[config.mk]
export PLATFORM = sky130hd
export DESIGN_NAME = swm_cell
export DESIGN_NICKNAME = d
export VERILOG_FILES = /design/src/sv/swm_pkg.sv /design/src/sv/swm_cell.sv
export SDC_FILE = /design/constraint.sdc
export NUM_CORES = 1
export LEC_CHECK = 0
export BUFFER_PORTS_ARGS = -buffer_cell sky130_fd_sc_hd__buf_4
export CAP_MARGIN = 40
export CORE_MARGIN = 5
export CORE_UTILIZATION = 40
export DETAILED_ROUTE_END_ITERATION = 8
export MAX_ROUTING_LAYER = met4
export PLACE_DENSITY_LB_ADDON = 0.1
export SLEW_MARGIN = 15
export SYNTH_ARGS = -nofsm -noshare
export SYNTH_HDL_FRONTEND = slang
export SYNTH_SLANG_ARGS = --single-unit
[constraint.sdc]
create_clock -name clock -period 2.8 [get_ports clock]
set_input_delay 0.28 -clock clock [delete_from_list [all_inputs] [get_ports clock]]
set_output_delay 0.28 -clock clock [all_outputs]
set_load 0.02 [all_outputs]
[src/sv/swm_pkg.sv]
package swm_pkg;

   localparam int WINDOW_MAX   = 64;
   localparam int SAMPLE_WIDTH = 32;
   localparam int SIZE_WIDTH   = 7;
   localparam int SEEN_WIDTH   = $clog2(WINDOW_MAX + 1);
   // Cell k holds the maximum of the newest k+1 samples; the newest sample
   // itself closes the chain in the top level, so one cell fewer is needed.
   localparam int CHAIN_LEN    = WINDOW_MAX - 1;
   localparam int INDEX_WIDTH  = (CHAIN_LEN > 1) ? $clog2(CHAIN_LEN) : 1;

   typedef logic signed [SAMPLE_WIDTH-1:0] sample_type;
   typedef logic [SIZE_WIDTH-1:0]          size_type;
   typedef logic [SEEN_WIDTH-1:0]          seen_type;
   typedef logic [INDEX_WIDTH-1:0]         index_type;

   localparam sample_type SAMPLE_MIN = {1'b1, {(SAMPLE_WIDTH-1){1'b0}}};

   function automatic sample_type sample_max(input sample_type a, input sample_type b);
      return (a > b) ? a : b;
   endfunction

endpackage

[src/sv/swm_cell.sv]
module swm_cell (
   input  logic                clock,
   input  logic                shift,
   input  swm_pkg::sample_type sample,
   input  swm_pkg::sample_type prev_max,
   output swm_pkg::sample_type run_max
);

   swm_pkg::sample_type max_ff;
   swm_pkg::sample_type max_in;

   // The new sample widens the window of the neighbour by one place.
   assign max_in  = swm_pkg::sample_max(sample, prev_max);
   assign run_max = max_ff;

   always_ff @(posedge clock) begin
      if (shift) begin
         max_ff <= max_in;
      end
   end

endmodule

==> results.cfg, run 1 <==
[run_status]
status = finished clean

[min_path]
holdPathStages = 2
min_path_type = in -> reg
worstHoldStart = sample[0]
worst_hold_path.endpoint = run_max[0]

[synth]
synth_compound_area_share_pct = 7.61
yosys.area.top_type = edfxtp_1
yosysMostFrequentCell = inv_1
avgSynthCellArea_sq_um = 13.1
synth-edff-count = 32
synth_top_family_by_area = multiplexers
asyncSetResetFlopFracSynth_pct = 0
syn-cell-area_sq_mm = 0.00235
synth_fa_ha_area_share_pct = 17.0
netlist_top_cells_area = edfxtp_1 (41%), mux2_4 (19%), ha_1 (17%)
syn-num-nets = 278
ys_seq_area_share_pct = 40.9
ys_ff_latch = 32
netlist.area_leader.share_pct = 40.9
synth_xor_area_share_pct = 0
netlist_instances = 180
synthMuxAreaShare_pct = 20.1
synth_commonest_cells = inv_1 (34), edfxtp_1 (32), ha_1 (32), mux2_4 (30), a21oi_1 (11)
post_synth_and_or_nand_nor_area_fraction_pct = 6.34
yosys_warnings = 0
synth_cell_types = 26
synth_flop_cell = edfxtp_1

[timing]
tightestPinTransition_ns = 0.435
report.final.slew_viol_count = 0
rsz0062_at_grt = no
timing.final.ws_setup_ns = 0.269
setup_viol = 0
period_share_pct = 90.4
fin_crit_ns = 2.53
fmax_mhz = 395
relSlewSlack_pct = 71.0
hold_viol_final = 0
finalSetupTns_ns = 0

[finish]
regArea_sq_um = 961
nets = 390
fin_cells = 368
multi_input_area_sq_mm = 0.00120
diodes = 0
largest_register_ffs = 32
drive_gt1_share_pct = 51.5
fillerInstances = 521
area_growth_pct = 41.5
fin_area_sq_mm = 0.00333
post-route-util_pct = 57.2

[clocking]
htree_levels = 2
ctsResizeCount = 0
postCtsSetupRepairBufs = 0
cts_tree = built
clkTransAtPathRegs_ns = 0.07
cts_root_buf = clkbuf_8
cts_sinks = 32
cts.path.max_buffers = 2
hold_buffers = 0
cts-buffers-inserted = 5

[global_route]
use_met3_pct = 3.52
grt_use_total_pct = 13.7
antenna_found_initial = 0
grtUsageMet1_pct = 17.8
grt_overflow_total = 0
first_global_vias = 1689
grt_pass1_wl_um = 7730
use_met2_pct = 20.7
grt_max_degree = 33
top_usage_layer = met2

[power_and_ir_drop]
leakage_nw = 1.72
vdd.ir_drop.worst_mv = 0.194
cellPowerDensity_mw_per_mm2 = 472

[flow_run]
cap_violations = 0

[setup_path]
crit_chain = buf_4 -> ha_1 -> nand4_2 -> nor4_4 -> nand4_2 -> or3_1 -> o2111ai_1 -> o221a_4 -> buf_12 -> mux2_2
cp_slowest_cell = or3_1
worstSetupPathType = in -> reg
path_max_fanout = 12
critPathMaxStageDelay_ns = 0.37
cp_data_arrival_time_ns = 2.56
worstPathRequired_ns = 2.83
crit_path_frequent_cell = nand4_2
cp-start-kind = input pin
crit_path_end_kind = flop

[floorplan]
io_pins = 98
fp.dieArea_sq_mm = 0.00751
die_y_um = 86.6
die_x_um = 86.6
coreArea_sq_mm = 0.00582
rows = 28
start_util_pct = 40.4

[place]
dp_cells = 360
placed_area_sq_mm = 0.00322
dpl_worst_slack_ns = -0.0424
io_buffers = 97
gp_congestion = 0.696
dp_hpwl_um = 4140

[drt]
ant_nets = 0
first_pass_iters = 4
wl_per_cell_um = 13.7
avgViaCountPerCell = 4.63
drc_errors = 0
drt-total-wl_um = 5060
drtIter0Drc = 22
num_vias = 1704
-- where the power goes --
| part | internal [mW] | leakage [nW] | switching, mW |
|---|---|---|---|
| combinational | 0.291 | 1.36 | 0.236 |
| sequential | 0.597 | 0.313 | 0.0152 |
| clock | 0.259 | 0.0532 | 0.172 |
| total | 1.15 | 1.72 | 0.423 |
-- how the worst max path moves through the flow --
stage / start / end / cells after the start
after floorplan: prev_max[31] / run_max[10] / 10
after global placement: sample[31] / run_max[0] / 10
after detailed placement: sample[31] / run_max[0] / 10
after CTS: sample[31] / run_max[31] / 10
after global routing: prev_max[31] / run_max[31] / 11
final: sample[31] / run_max[31] / 10
-- routing by layer --
layer	share of wire, %	vias up
li1	-	879
met1	44	762
met2	47	58
met3	7.9	5
met4	1.5	0
met5	0	-
-- kinds of logic after synthesis --
family,Yosys count
AOI/OAI and AO/OA,23
adders and majority gates,32
buffers and inverters,37
DFF,32
muxes,32
and+or+nand+nor,24
-- layout by cell type (no fill, tap or decap) --
cell       instances
buf_4            106
inv_1             34
ha_1              32
edfxtp_1          32
mux2_4            30
a21oi_1           11
nand2_1            9
clkbuf_8           5
nand4_1            3
a21o_1             3
nand3_1            3
nand4_2            2
o21ai_0            2
a221oi_1           2
mux2_2             2
clkinv_1           2
buf_12             2
nor4_4             1
and2_0             1
a221o_1            1
o21a_1             1
nor3_1             1
a2111oi_4          1
nor4_1             1
nor2_1             1
or3_1              1
or2b_1             1
o2111ai_1          1
o221a_4            1
bufinv_16          1
-- area by class of cell --
cell class	count	area share [%]
clock buffers	5	2.07
clock inverters	3	1.13
inverters	34	3.84
multi-input cells	111	36.1
flip-flops and latches	32	28.9
well taps	75	2.82
repair buffers	108	25.1
-- worst max-delay path: cells and delay by family --
kind | cells | cell delay [ns]
AND/OR/NAND/NOR | 4 | 0.99
AO/OA/AOI/OAI | 2 | 0.37
multiplexers | 1 | 0.33
adder cells (fa/ha/maj) | 1 | 0.30
buffers and inverters | 2 | 0.29
-- metrics by stage --
step | power (mW) | hold WS [ns]
global route | 1.65 | 0.292
finish | 1.57 | 0.302
detailed placement | 1.15 | 0.594
CTS | 1.59 | 0.291
global placement | 1.15 | 0.592
floorplan | 0.939 | 0.392
Note: power is estimated with default switching activity, not from simulation.
==> inputs of run 2 (changes only) <==
Settings changed: BUFFER_PORTS_ARGS -buffer_cell sky130_fd_sc_hd__buf_4 to -buffer_cell sky130_fd_sc_hd__buf_2.
==> results.cfg, run 2 (same netlist as run 1, synthesis figures left out) <==
[setup_path]
worstPathRequired_ns = 2.84
crit_chain = buf_2 -> inv_1 -> ha_1 -> nand4_2 -> nor4_4 -> nand4_2 -> or3_1 -> o2111ai_1 -> o221a_4 -> buf_12 -> mux2_2
cp-start-kind = input pin
path_max_fanout = 12
crit_path_frequent_cell = nand4_2
cp_slowest_cell = or3_1
worstSetupPathType = in -> reg
critPathBufInv = 3
cp_data_arrival_time_ns = 2.60
critPathMaxStageDelay_ns = 0.39
cpLargestDelayFamily = simple AND/OR/NAND/NOR gates
crit_path_end_kind = flop

[finish]
largest_register_ffs = 32
fillerInstances = 561
mostFrequentLayoutCells = buf_2 (97), inv_1 (34), ha_1 (32), edfxtp_1 (32), mux2_4 (30)
regArea_sq_um = 961
multi_input_area_sq_mm = 0.00120
drive_gt1_share_pct = 52.0
nets = 391
area_growth_pct = 30.5
layout_commonest_cell = buf_2
diodes = 0
fin_cells = 369

[timing]
hold_viol_final = 0
relSlewSlack_pct = 48.4
report.final.slew_viol_count = 0
rsz0062_at_grt = no
period_share_pct = 91.7
fmax_mhz = 390
setup_viol = 0
fin_crit_ns = 2.57
tightestPinTransition_ns = 0.773

[global_route]
first_global_vias = 1682
antenna_found_initial = 0
use_met3_pct = 2.47
grtUsageMet1_pct = 16.4
use_met2_pct = 21.0
grt_overflow_total = 0
grt_use_total_pct = 13.1
top_usage_layer = met2
grt_max_degree = 33
grt_pass1_wl_um = 7480

[place]
io_buffers = 97
gp_congestion = 0.697
dp_hpwl_um = 4050
dp_cells = 361

[clocking]
ctsResizeCount = 0
cts-buffers-inserted = 5
cts_root_buf = clkbuf_8
htree_levels = 2
cts.path.max_buffers = 2
hold_buffers = 0
clkTransAtPathRegs_ns = 0.07
cts_sinks = 32
cts_tree = built
postCtsSetupRepairBufs = 0

[floorplan]
fp.dieArea_sq_mm = 0.00751
io_pins = 98
die_x_um = 86.6
rows = 28
start_util_pct = 40.4
coreArea_sq_mm = 0.00582
die_y_um = 86.6

[power_and_ir_drop]
leakage_nw = 1.63
clkPwrFrac_pct = 23.9
p_sw_share_pct = 29.5
power_mw = 1.42
power.switching_uw = 419
power_frac_seq_pct = 42.9
p_int_mw = 1.00
vdd.ir_drop.worst_mv = 0.189
cellPowerDensity_mw_per_mm2 = 464
pwr-share-comb_pct = 33.1

[drt]
num_vias = 1723
first_pass_iters = 4
ant_nets = 0
avgViaCountPerCell = 4.67
drt-total-wl_um = 4920
wl_per_cell_um = 13.3
drtIter0Drc = 35
drc_errors = 0

[flow_run]
cap_violations = 0

[min_path]
min_path_type = in -> reg

[run_status]
status = finished clean
run 2: changes by cell type in the layout (fill, tap and decap cells not counted), sizes merged:
| cell | previous run | this run |
|---|---|---|
| clkinv | 2 | 3 |
| buf | 108 | 109 |
| bufinv | 1 | 0 |
run 2: per-stage QoR:
stage | utilization, % | setup slack, ns | hold WS [ns] | cell area (sq um) | TNS [ns]
after floorplan | - | 0.0282 | 0.392 | 2350 | 0
after global placement | 51.3 | -0.0336 | 0.599 | 2980 | -0.385
after detailed placement | 51.3 | -0.0780 | 0.602 | 2980 | -1.82
after CTS | 52.7 | 0.207 | 0.302 | 3070 | 0
after global routing | 52.7 | 0.0790 | 0.307 | 3070 | 0
final | 52.7 | 0.233 | 0.314 | 3070 | 0
run 2: area by class of cell:
class | instances | share of cell area (%)
clock buffer | 5 | 2.24
timing repair buffer | 109 | 19.6
sequential | 32 | 31.3
clock inverter | 3 | 0.449
multi-input combinational | 111 | 39.2
inverter | 34 | 4.16
tap | 75 | 3.06
run 2: worst paths after layout:
kind	endpoint	depth (start not counted)	startpoint	slack (ns)
max	run_max[0]	11	prev_max[31]	0.23
min	run_max[30]	2	prev_max[30]	0.31
run 2: layer usage:
| metal | vias to the layer above | share of wire (%) |
|---|---|---|
| met3 | 6 | 7.1 |
| met2 | 59 | 47 |
| met1 | 775 | 44 |
| met4 | 0 | 1.5 |
| met5 | - | 0 |
| li1 | 883 | - |
run 2: power groups by stage:
stage          sequential, mW  combinational, mW  clock (mW)
3_3_place_gp            0.620              0.474           0
6_report                0.611              0.471       0.340
5_1_grt                 0.617              0.512       0.369
4_1_cts                 0.612              0.479       0.353
2_1_floorplan           0.694              0.246           0
3_5_place_dp            0.621              0.477           0
